===== src/jsu_pkg.sv =====
package jsu_pkg;

  localparam int QDepth = 4;
  localparam int QPtrW = $clog2(QDepth);
  localparam int QCntW = $clog2(QDepth + 1);

  localparam logic [2:0] ST_DATA    = 3'd0;
  localparam logic [2:0] ST_CLOSED  = 3'd1;
  localparam logic [2:0] ST_NOQUOTE = 3'd2;
  localparam logic [2:0] ST_BADESC  = 3'd3;
  localparam logic [2:0] ST_BADHEX  = 3'd4;
  localparam logic [2:0] ST_NOLOW   = 3'd5;
  localparam logic [2:0] ST_BADLOW  = 3'd6;
  localparam logic [2:0] ST_UNTERM  = 3'd7;

  typedef enum logic [1:0] {
    JOB_RAW  = 2'd0,
    JOB_CP   = 2'd1,
    JOB_STAT = 2'd2
  } job_kind_e;

  // One queued unit of work: a raw byte, a code point to encode, or a status.
  typedef struct packed {
    job_kind_e   kind;
    logic [20:0] cp;
    logic [2:0]  status;
  } job_t;

endpackage


===== src/json_string_unescape_utf8.sv =====
// A result byte passes through the job queue and then the output register on its way out.
// Throughput: one input byte per cycle unless the queue is full; one result byte per cycle
// unless out_stall_i is high, so the bytes of a \u escape, up to four, leave one after another.
// A four-entry job queue between decoder and encoder absorbs those bursts.
// Reset (rst_ni low, asynchronous) returns the decoder to idle and empties queue and output.
module json_string_unescape_utf8 (
  input  logic       clk_i,
  input  logic       rst_ni,
  input  logic       in_valid_i,
  output logic       in_stall_o,
  input  logic [7:0] in_byte_i,
  input  logic       end_of_input_i,
  output logic       out_valid_o,
  input  logic       out_stall_i,
  output logic [7:0] out_byte_o,
  output logic [2:0] status_o,
  output logic       last_o
);
  import jsu_pkg::*;

  logic accept, push, pop, q_valid, q_full;
  job_t push_job, head_job;

  assign in_stall_o = q_full;
  assign accept     = in_valid_i && !q_full;

  jsu_front u_front (
    .clk_i          (clk_i),
    .rst_ni         (rst_ni),
    .accept_i       (accept),
    .in_byte_i      (in_byte_i),
    .end_of_input_i (end_of_input_i),
    .push_o         (push),
    .job_o          (push_job)
  );

  jsu_fifo u_fifo (
    .clk_i   (clk_i),
    .rst_ni  (rst_ni),
    .push_i  (push && accept),
    .wdata_i (push_job),
    .pop_i   (pop),
    .rdata_o (head_job),
    .valid_o (q_valid),
    .full_o  (q_full)
  );

  jsu_back u_back (
    .clk_i       (clk_i),
    .rst_ni      (rst_ni),
    .job_i       (head_job),
    .job_valid_i (q_valid),
    .pop_o       (pop),
    .out_valid_o (out_valid_o),
    .out_stall_i (out_stall_i),
    .out_byte_o  (out_byte_o),
    .status_o    (status_o),
    .last_o      (last_o)
  );

  a_no_overflow: assert property (@(posedge clk_i) disable iff (!rst_ni)
    (push && accept) |-> !q_full)
    else $error("job queue written while full");

  a_no_underflow: assert property (@(posedge clk_i) disable iff (!rst_ni)
    pop |-> q_valid)
    else $error("job queue read while empty");

  a_status_alone: assert property (@(posedge clk_i) disable iff (!rst_ni)
    (out_valid_o && status_o != ST_DATA) |-> (last_o && out_byte_o == 8'd0))
    else $error("status item not a lone final item");

  a_multi_byte_data: assert property (@(posedge clk_i) disable iff (!rst_ni)
    (out_valid_o && !out_stall_i && !last_o) |=> (out_valid_o && status_o == ST_DATA))
    else $error("UTF-8 sequence broken up");

endmodule


===== src/jsu_front.sv =====
module jsu_front (
  input  logic          clk_i,
  input  logic          rst_ni,
  input  logic          accept_i,
  input  logic [7:0]    in_byte_i,
  input  logic          end_of_input_i,
  output logic          push_o,
  output jsu_pkg::job_t job_o
);
  import jsu_pkg::*;

  typedef enum logic [2:0] {
    PH_IDLE   = 3'd0,
    PH_BODY   = 3'd1,
    PH_ESC    = 3'd2,
    PH_HEX    = 3'd3,
    PH_LOWBS  = 3'd4,
    PH_LOWU   = 3'd5,
    PH_LOWHEX = 3'd6
  } phase_e;

  phase_e      phase_q, phase_d;
  logic [1:0]  hex_cnt_q, hex_cnt_d;
  logic [15:0] acc_q, acc_d;
  logic [9:0]  high_q, high_d;

  logic        dig_ok;
  logic [3:0]  dig;
  logic [15:0] acc_next;
  logic [7:0]  b;

  always_ff @(posedge clk_i or negedge rst_ni) begin
    if (!rst_ni) begin
      phase_q   <= PH_IDLE;
      hex_cnt_q <= 2'd0;
      acc_q     <= 16'd0;
      high_q    <= 10'd0;
    end else if (accept_i) begin
      phase_q   <= phase_d;
      hex_cnt_q <= hex_cnt_d;
      acc_q     <= acc_d;
      high_q    <= high_d;
    end
  end

  always_comb begin
    b = in_byte_i;
    dig_ok = 1'b1;
    dig = 4'd0;
    if (b >= 8'h30 && b <= 8'h39) begin
      dig = 4'(b - 8'h30);
    end else if (b >= 8'h61 && b <= 8'h66) begin
      dig = 4'(b - 8'h57);
    end else if (b >= 8'h41 && b <= 8'h46) begin
      dig = 4'(b - 8'h37);
    end else begin
      dig_ok = 1'b0;
    end
    if (end_of_input_i) begin
      dig_ok = 1'b0;
    end
    acc_next = {acc_q[11:0], dig};
  end

  always_comb begin
    phase_d   = phase_q;
    hex_cnt_d = hex_cnt_q;
    acc_d     = acc_q;
    high_d    = high_q;
    push_o    = 1'b0;
    job_o     = '{kind: JOB_STAT, cp: 21'd0, status: ST_DATA};

    case (phase_q)
      PH_BODY: begin
        if (end_of_input_i) begin
          push_o = 1'b1;
          job_o.status = ST_UNTERM;
          phase_d = PH_IDLE;
        end else if (b == 8'h22) begin
          push_o = 1'b1;
          job_o.status = ST_CLOSED;
          phase_d = PH_IDLE;
        end else if (b == 8'h5C) begin
          phase_d = PH_ESC;
        end else begin
          push_o = 1'b1;
          job_o.kind = JOB_RAW;
          job_o.cp = {13'd0, b};
        end
      end
      PH_ESC: begin
        push_o = 1'b1;
        job_o.kind = JOB_RAW;
        phase_d = PH_BODY;
        if (end_of_input_i) begin
          job_o.kind = JOB_STAT;
          job_o.status = ST_UNTERM;
          phase_d = PH_IDLE;
        end else begin
          case (b)
            8'h22, 8'h5C, 8'h2F: job_o.cp = {13'd0, b};
            8'h62: job_o.cp = 21'h08;
            8'h66: job_o.cp = 21'h0C;
            8'h6E: job_o.cp = 21'h0A;
            8'h72: job_o.cp = 21'h0D;
            8'h74: job_o.cp = 21'h09;
            8'h75: begin
              push_o = 1'b0;
              phase_d = PH_HEX;
              hex_cnt_d = 2'd0;
              acc_d = 16'd0;
            end
            default: begin
              job_o.kind = JOB_STAT;
              job_o.status = ST_BADESC;
              phase_d = PH_IDLE;
            end
          endcase
        end
      end
      PH_HEX, PH_LOWHEX: begin
        if (!dig_ok) begin
          push_o = 1'b1;
          job_o.status = (phase_q == PH_HEX) ? ST_BADHEX : ST_BADLOW;
          phase_d = PH_IDLE;
          hex_cnt_d = 2'd0;
          acc_d = 16'd0;
        end else if (hex_cnt_q != 2'd3) begin
          hex_cnt_d = hex_cnt_q + 2'd1;
          acc_d = acc_next;
        end else begin
          hex_cnt_d = 2'd0;
          acc_d = 16'd0;
          if (phase_q == PH_HEX) begin
            if (acc_next[15:10] == 6'b110110) begin
              high_d = acc_next[9:0];
              phase_d = PH_LOWBS;
            end else begin
              push_o = 1'b1;
              job_o.kind = JOB_CP;
              job_o.cp = {5'd0, acc_next};
              phase_d = PH_BODY;
            end
          end else begin
            push_o = 1'b1;
            if (acc_next[15:10] == 6'b110111) begin
              // Surrogate pair: 0x10000 plus the twenty payload bits.
              job_o.kind = JOB_CP;
              job_o.cp = 21'h10000 + {1'b0, high_q, acc_next[9:0]};
              phase_d = PH_BODY;
            end else begin
              job_o.status = ST_BADLOW;
              phase_d = PH_IDLE;
            end
          end
        end
      end
      PH_LOWBS: begin
        if (end_of_input_i || b != 8'h5C) begin
          push_o = 1'b1;
          job_o.status = ST_NOLOW;
          phase_d = PH_IDLE;
          hex_cnt_d = 2'd0;
          acc_d = 16'd0;
        end else begin
          phase_d = PH_LOWU;
        end
      end
      PH_LOWU: begin
        if (end_of_input_i || b != 8'h75) begin
          push_o = 1'b1;
          job_o.status = ST_NOLOW;
          phase_d = PH_IDLE;
          hex_cnt_d = 2'd0;
          acc_d = 16'd0;
        end else begin
          phase_d = PH_LOWHEX;
          hex_cnt_d = 2'd0;
          acc_d = 16'd0;
        end
      end
      default: begin
        if (!end_of_input_i && b == 8'h22) begin
          phase_d = PH_BODY;
        end else begin
          push_o = 1'b1;
          job_o.status = ST_NOQUOTE;
          phase_d = PH_IDLE;
          hex_cnt_d = 2'd0;
          acc_d = 16'd0;
        end
      end
    endcase
  end

endmodule


===== src/jsu_fifo.sv =====
module jsu_fifo (
  input  logic          clk_i,
  input  logic          rst_ni,
  input  logic          push_i,
  input  jsu_pkg::job_t wdata_i,
  input  logic          pop_i,
  output jsu_pkg::job_t rdata_o,
  output logic          valid_o,
  output logic          full_o
);
  import jsu_pkg::*;

  job_t             mem_q [QDepth];
  logic [QPtrW-1:0] wr_ptr_q, rd_ptr_q;
  logic [QCntW-1:0] cnt_q;

  always_ff @(posedge clk_i) begin
    if (push_i) begin
      mem_q[wr_ptr_q] <= wdata_i;
    end
  end

  always_ff @(posedge clk_i or negedge rst_ni) begin
    if (!rst_ni) begin
      wr_ptr_q <= '0;
      rd_ptr_q <= '0;
      cnt_q    <= '0;
    end else begin
      if (push_i) begin
        wr_ptr_q <= wr_ptr_q + QPtrW'(1);
      end
      if (pop_i) begin
        rd_ptr_q <= rd_ptr_q + QPtrW'(1);
      end
      if (push_i && !pop_i) begin
        cnt_q <= cnt_q + QCntW'(1);
      end else if (pop_i && !push_i) begin
        cnt_q <= cnt_q - QCntW'(1);
      end
    end
  end

  assign rdata_o = mem_q[rd_ptr_q];
  assign valid_o = (cnt_q != '0);
  assign full_o  = (cnt_q == QCntW'(QDepth));

endmodule


===== src/jsu_back.sv =====
module jsu_back (
  input  logic          clk_i,
  input  logic          rst_ni,
  input  jsu_pkg::job_t job_i,
  input  logic          job_valid_i,
  output logic          pop_o,
  output logic          out_valid_o,
  input  logic          out_stall_i,
  output logic [7:0]    out_byte_o,
  output logic [2:0]    status_o,
  output logic          last_o
);
  import jsu_pkg::*;

  logic       valid_q;
  logic [7:0] byte_q;
  logic [2:0] status_q;
  logic       last_q;
  logic [1:0] idx_q;

  logic [1:0] cnt_m1;
  logic [7:0] bytes [4];
  logic       load, is_last;
  logic [20:0] cp;

  // Lay out the UTF-8 sequence of the head job, first byte in slot 0.
  always_comb begin
    cp = job_i.cp;
    bytes[0] = 8'd0;
    bytes[1] = 8'd0;
    bytes[2] = 8'd0;
    bytes[3] = 8'd0;
    cnt_m1 = 2'd0;
    case (job_i.kind)
      JOB_RAW: bytes[0] = cp[7:0];
      JOB_CP: begin
        if (cp < 21'h80) begin
          bytes[0] = cp[7:0];
        end else if (cp < 21'h800) begin
          cnt_m1 = 2'd1;
          bytes[0] = {3'b110, cp[10:6]};
          bytes[1] = {2'b10, cp[5:0]};
        end else if (cp < 21'h10000) begin
          cnt_m1 = 2'd2;
          bytes[0] = {4'b1110, cp[15:12]};
          bytes[1] = {2'b10, cp[11:6]};
          bytes[2] = {2'b10, cp[5:0]};
        end else begin
          cnt_m1 = 2'd3;
          bytes[0] = {5'b11110, cp[20:18]};
          bytes[1] = {2'b10, cp[17:12]};
          bytes[2] = {2'b10, cp[11:6]};
          bytes[3] = {2'b10, cp[5:0]};
        end
      end
      default: bytes[0] = 8'd0;
    endcase
  end

  assign load    = job_valid_i && (!valid_q || !out_stall_i);
  assign is_last = (idx_q == cnt_m1);
  assign pop_o   = load && is_last;

  always_ff @(posedge clk_i or negedge rst_ni) begin
    if (!rst_ni) begin
      valid_q <= 1'b0;
      idx_q   <= 2'd0;
    end else if (load) begin
      valid_q <= 1'b1;
      idx_q   <= is_last ? 2'd0 : idx_q + 2'd1;
    end else if (!out_stall_i) begin
      valid_q <= 1'b0;
    end
  end

  always_ff @(posedge clk_i) begin
    if (load) begin
      byte_q   <= bytes[idx_q];
      status_q <= (job_i.kind == JOB_STAT) ? job_i.status : ST_DATA;
      last_q   <= is_last;
    end
  end

  assign out_valid_o = valid_q;
  assign out_byte_o  = byte_q;
  assign status_o    = status_q;
  assign last_o      = last_q;

endmodule

===== config.mk =====
export PLATFORM = sky130hd
export DESIGN_NAME = json_string_unescape_utf8
export DESIGN_NICKNAME = d
export VERILOG_FILES = /design/src/jsu_pkg.sv /design/src/json_string_unescape_utf8.sv /design/src/jsu_front.sv /design/src/jsu_fifo.sv /design/src/jsu_back.sv
export SDC_FILE = /design/constraint.sdc
export NUM_CORES = 1
export LEC_CHECK = 0
export BUFFER_PORTS_ARGS = -buffer_cell sky130_fd_sc_hd__buf_4
export CORE_MARGIN = 3
export CORE_UTILIZATION = 45
export CTS_CLUSTER_SIZE = 30
export DETAILED_ROUTE_END_ITERATION = 10
export GPL_TIMING_DRIVEN = 0
export PLACE_DENSITY = 0.65
export SETUP_SLACK_MARGIN = 0.3
export SKIP_CTS_REPAIR_TIMING = 1
export SLEW_MARGIN = 5
export SYNTH_ARGS = -nofsm -noshare
export SYNTH_HDL_FRONTEND = slang
export SYNTH_SLANG_ARGS = --single-unit

===== constraint.sdc =====
create_clock -name clk_i -period 5.7 [get_ports clk_i]
set_input_delay 0.285 -clock clk_i [delete_from_list [all_inputs] [get_ports clk_i]]
set_output_delay 0.285 -clock clk_i [all_outputs]
set_load 0.02 [all_outputs]

==> metrics.cfg, run 1 <==
[timing]
rsz0062_at_grt = no
clock_skew_ns = 0.00624
timing_worst_slew_pin_value_ns = 0.999
relSlewSlack_pct = 32.9
hold_ws_ns = 0.0749
drv_slew = 0
fmax_ghz = 0.244
setup_viol_count_final = 0
fin_crit_ns = 4.10
timing.final.crit_share_pct = 71.9
hold_viol = 0
fin_tns_setup_ns = 0

[hold_path]
min_path_cells = 3
hold_start = out_stall_i
hold_class = input port to register

[clocking]
ctsLongestPathBuffers = 2
htreeDepth = 4
root_buffer = clkbuf_16
cts_inserted_buffers = 17
cts.clk_slew.worst_paths_ns = 0.06
cts_tree = built
worstSkewPairLatency_ns = 0.42
clock-sinks = 153

[worst_setup_path]
r2r_start = u_fifo.rd_ptr_q[1]
reg2regPathDepth = 11
required_ns = 6.01
path_max_fanout = 10
worstReg2RegEnd = u_fifo.cnt_q[1]
setup.worst_path.start = u_fifo.rd_ptr_q[1]
worstSetupEndpoint = u_fifo.cnt_q[1]
crit_path_end_kind = register
start_kind = register
critPathKind = register to register
worstPathArrival_ns = 4.41
r2r_setup_slack_ns = 1.60

[global_routing]
grt_start_max_net_pins = 38
antenna_found_initial = 0
track_usage_pct = 21.2
grt_overflow_total = 0
grt_pass1_wl_microns = 30000
grt_pass1_vias = 5480

[placement]
gp_congestion = 0.950
placed_area_sq_mm = 0.00829
hpwlAfterDp_microns = 13300
port_buffers = 25

[logic_synthesis]
synth-edff-count = 116
syn_area_per_cell_sq_um = 12.3
synth_xor_area_share_pct = 0.895
yosys.area_share.simple_pct = 13.5
ys.flop_type = edfxtp_1
synth_cells = 636
synth_top_family_by_area = compound AO/OA/AOI/OAI gates
synth_compound_area_share_pct = 13.7
synth.largest_area_cell = edfxtp_1
synth_adder_area_share_pct = 2.01
synth_seq_cells = 153
synthesis.nets = 661
synth.area.mux_share_pct = 9.98
synth_top_cell_area_share_pct = 44.5
yosys-top-cells-area = edfxtp_1 45%, dfrtp_1 12%, mux4_2 7.5%, o21ai_0 2.6%, nand2_1 2.5%
async_flop_share_pct = 24.2
ys_seq_area_share_pct = 56.3
synthDistinctLibCells = 79
synth-warning-count = 0
syn_area_sq_mm = 0.00783

[floorplanning]
start_util_pct = 46.5
ioPinCount = 27
coreArea_sq_mm = 0.0168
dieHeight_microns = 138
die_w_microns = 138
rows = 47
die_area_sq_mm = 0.0190

[final_layout]
mostFrequentLayoutCells = 116 x edfxtp_1, 52 x nand2_1, 40 x o21ai_0, 38 x a21oi_1, 37 x dfrtp_1
drive_gt1_share_pct = 18.7
layout.nets = 706
area_growth_pct = 14.5
num_antenna_cells = 0
final_common_cell = edfxtp_1
postLayoutCellArea_sq_mm = 0.00896

[detailed_routing]
num_vias = 5595
totalWireLength_microns = 18800
drtPass1Iterations = 7
drt-vias-per-instance = 6.12
wl_per_cell_microns = 20.5
drc = 0
drt_iter0_drc = 480
ant_nets = 0

[flow_run]
max_cap_violations = 0

[power_and_ir_drop]
sequentialPowerShare_pct = 36.4
leakage_nw = 3.15
p_total_w = 0.00412
pwr-share-clk_pct = 30.1
p_comb_share_pct = 33.5
vdd_drop_max_v = 0.000258
power_density_mw_per_mm2 = 460
internal_power_w = 0.00275
p_sw_w = 0.00137
power.share.switching_pct = 33.2

[status]
outcome = finished clean

-- metrics by stage --
step                worst slack, ns  std cells  util [%]
finish                         1.60        914      53.3
global placement               1.54        881      49.3
global route                   1.42        914      53.3
detailed placement             1.65        881      49.3
floorplan                      2.25        636         -
CTS                            1.62        913      53.2
-- worst min-delay path by stage --
| stage | end | slack (ns) |
|---|---|---|
| 2_1_floorplan | u_back.idx_q[0] | -0.01 |
| 3_3_place_gp | u_back.idx_q[1] | 0.27 |
| 3_5_place_dp | u_back.idx_q[1] | 0.28 |
| 4_1_cts | u_back.idx_q[1] | -0.18 |
| 5_1_grt | u_back.out_valid_o | 0.08 |
| 6_report | u_back.out_valid_o | 0.07 |
-- logic make-up (layout without fill, tap and decap cells) --
| kind of cell | Yosys count | after routing |
|---|---|---|
| and+or+nand+nor | 197 | 197 |
| AOI/OAI and AO/OA | 159 | 159 |
| DFF | 153 | 153 |
| buffers and inverters | 63 | 121 |
| muxes | 44 | 44 |
| adders and majority gates | 12 | 12 |
| xor gates and xnor gates | 8 | 8 |
-- power groups by stage --
stage | Sequential, W | Combinational (W) | Clock, W
final | 0.00150 | 0.00138 | 0.00124
after global routing | 0.00152 | 0.00151 | 0.00131
after CTS | 0.00151 | 0.00138 | 0.00126
after detailed placement | 0.00153 | 0.00137 | 0
after global placement | 0.00152 | 0.00136 | 0
after floorplan | 0.00155 | 0.000946 | 0
-- cells in the mapped netlist (3+ instances only) --
cell and n:
or2_2 3, nand2_1 52, o21ai_1 5, nor3_1 14, mux4_2 26, o2bb2ai_1 3
nor2_1 32, a31o_2 3, nand3_1 25, o21a_1 4, o2111ai_1 3, o31ai_1 3
or3_1 4, xor2_1 5, a21o_1 4, a21oi_1 38, clkbuf_1 23, a211o_1 4
edfxtp_1 116, nand2b_1 9, nand3b_1 3, mux2_2 9, mux2i_1 8, and2_1 6
nor2b_1 5, xnor2_1 3, a221o_1 3, nor3b_1 7, a31oi_1 10, o21ai_0 40
buf_2 7, inv_1 27, o211ai_1 5, ha_1 11, and3_1 10, nand4_1 9
o221ai_1 5, dfrtp_1 37
-- per-layer routing --
layer	GRT usage [%]	routed length, microns
met1	27.8	8070
met2	33.5	8870
met3	4.46	999
met4	10.5	823
met5	0	0
-- state kept, by name, summed over array words and instances, names as in the netlist, 3 cells and up --
| name | flops |
|---|---|
| u_fifo.mem_q | 104 |
| u_front.acc_q | 12 |
| u_back.out_byte_o | 8 |
| u_front.high_q | 10 |
| u_fifo.cnt_q | 3 |
| u_front.phase_q | 3 |
| u_back.status_o | 3 |
-- layout make-up --
class	count	area, sq um
Fill cell	1423	7860
Sequential cell	153	4410
Multi-Input combinational cell	420	3150
Clock buffer	18	439
Tap cell	220	275
Clock inverter	14	220
Timing Repair Buffer	26	198
Buffer	35	171
Inverter	28	105
-- worst max-delay path, stage by stage, from the launching register on --
cell	delay, ns
dfrtp_1	0.45
buf_2	0.30
buf_2	0.32
mux4_2	0.40
nor4_1	0.50
a41oi_2	0.38
mux2i_2	0.37
nand2_1	0.16
ha_1	0.31
inv_1	0.08
fa_1	0.43
mux2_2	0.27
Note: power is estimated with default switching activity, not from simulation.
==> run 2, diff against run 1 <==
Clock period 5.7 ns to 4.2 ns, I/O delays scaled along.
==> metrics.cfg, run 2 (synthesized netlist as in run 1, its figures left out) <==
[timing]
clock_skew_ns = 0.00619
setup_viol_count_final = 0
relSlewSlack_pct = 32.1
fin_tns_setup_ns = 0
drv_slew = 0
hold_viol = 1
fin_crit_ns = 3.77
fmax_ghz = 0.265
rsz0062_at_grt = no
timing.final.crit_share_pct = 89.8
timing_worst_slew_pin_value_ns = 1.01
hold_ws_ns = -0.00178

[floorplanning]
coreArea_sq_mm = 0.0168
dieHeight_microns = 138
ioPinCount = 27
start_util_pct = 46.5
rows = 47
die_area_sq_mm = 0.0190
die_w_microns = 138

[power_and_ir_drop]
power_density_mw_per_mm2 = 629
p_total_w = 0.00573
leakage_nw = 3.21
vdd_drop_max_v = 0.000357

[clocking]
cts_tree = built
clock-sinks = 153
root_buffer = clkbuf_16
cts_inserted_buffers = 17
htreeDepth = 4
cts.clk_slew.worst_paths_ns = 0.06
ctsLongestPathBuffers = 2
worstSkewPairLatency_ns = 0.42

[placement]
port_buffers = 25
placed_area_sq_mm = 0.00829
gp_congestion = 0.950
hpwlAfterDp_microns = 13300

[global_routing]
grt_pass1_wl_microns = 30000
grt_overflow_total = 0
antenna_found_initial = 0
track_usage_pct = 21.2
grt_start_max_net_pins = 38
grt_pass1_vias = 5480

[worst_setup_path]
crit_path_end_kind = register
start_kind = register
max_stage_delay_ns = 0.60
required_ns = 4.51
path_cells = buf_6 > mux4_2 > or4_1 > buf_4 > nor4_4 > a311oi_2 > mux2i_2 > nand2_2 > ha_2 > inv_1 > fa_1 > mux2_2
cp_num_buf_inv = 3
slowest_stage = mux4_2
crit_family = multiplexers
worstPathArrival_ns = 4.08
path_max_fanout = 8
critPathKind = register to register

[status]
violations = hold timing
outcome = complete, but fails checks

[final_layout]
largest_reg_flops = 104
drive_gt1_share_pct = 20.4
multi_input_area_sq_mm = 0.00320
final_common_cell = edfxtp_1
area_growth_pct = 16.3
seq_area_sq_mm = 0.00441
postLayoutCellArea_sq_mm = 0.00910
top_register = u_fifo.mem_q
fillers = 1416
num_antenna_cells = 0
mostFrequentLayoutCells = 116 x edfxtp_1, 51 x nand2_1, 40 x o21ai_0, 38 x a21oi_1, 38 x buf_4
layout.nets = 717
reg_top3 = u_fifo.mem_q: 104 flops, u_front.acc_q: 12 flops, u_front.high_q: 10 flops

[detailed_routing]
drc = 0
ant_nets = 0
wl_per_cell_microns = 20.5
drt_iter0_drc = 452
drtPass1Iterations = 5
num_vias = 5644
drt-vias-per-instance = 6.10
totalWireLength_microns = 18900

[hold_path]
hold_class = input port to register

[flow_run]
max_cap_violations = 0

==> run 2: final cells by class <==
cell class / instances / share of cell area (%)
inverters: 28 / 1.15
clock buffers: 18 / 4.83
plain buffers: 35 / 1.91
repair buffers: 37 / 3.08
clock inverters: 14 / 2.42
flip-flops and latches: 153 / 48.4
multi-input cells: 420 / 35.1
well taps: 220 / 3.02
==> run 2: metal layers <==
layer,wire length [microns],vias to the layer above,part of all wire (%),track usage (%)
li1,-,2568,-,-
met1,8040,2796,42,27.8
met2,8990,229,47,33.5
met3,1110,51,5.9,4.46
met4,810,0,4.3,10.5
met5,0,-,0,0
==> run 2: path summary, 6_finish.rpt <==
| path | from | to | slack (ns) | cells past startpoint |
|---|---|---|---|---|
| max reg2reg | u_fifo.rd_ptr_q[0] | u_fifo.cnt_q[1] | 0.43 | 12 |
| min reg2reg | u_front.hex_cnt_q[0] | u_front.hex_cnt_q[0] | 0.49 | 1 |
| min | out_stall_i | u_back.out_valid_o | -0.002 | 3 |
| max | u_fifo.rd_ptr_q[0] | u_fifo.cnt_q[1] | 0.43 | 12 |
| max in group asynchronous | rst_ni | u_front.high_q[2] | 3.52 | 2 |
| min in group asynchronous | rst_ni | u_back.idx_q[1] | 0.29 | 2 |
==> run 2: stage by stage <==
step | hold slack, ns | setup WS [ns] | util, % | instances
after global routing | 0.00974 | 0.298 | 54.1 | 925
after global placement | 0.198 | 0.117 | 49.3 | 881
after floorplan | -0.0856 | 0.750 | - | 636
final | -0.00178 | 0.430 | 54.1 | 925
after CTS | -0.251 | 0.115 | 53.2 | 913
after detailed placement | 0.207 | 0.151 | 49.3 | 881
==> run 2: where the power goes <==
part	total (W)	internal (W)	switching [W]
registers	0.00204	0.00195	0.0000909
clock network	0.00168	0.00107	0.000610
logic	0.00201	0.000794	0.00121
==> run 2: worst register-to-register path, delay by kind of cell, from the launching register on <==
family,cells,cell delay [ns]
adders and majority gates,2,0.69
buffers and inverters,3,0.39
AOI/OAI and AO/OA,1,0.10
muxes,3,1.15
and+or+nand+nor,3,0.99
DFF,1,0.35
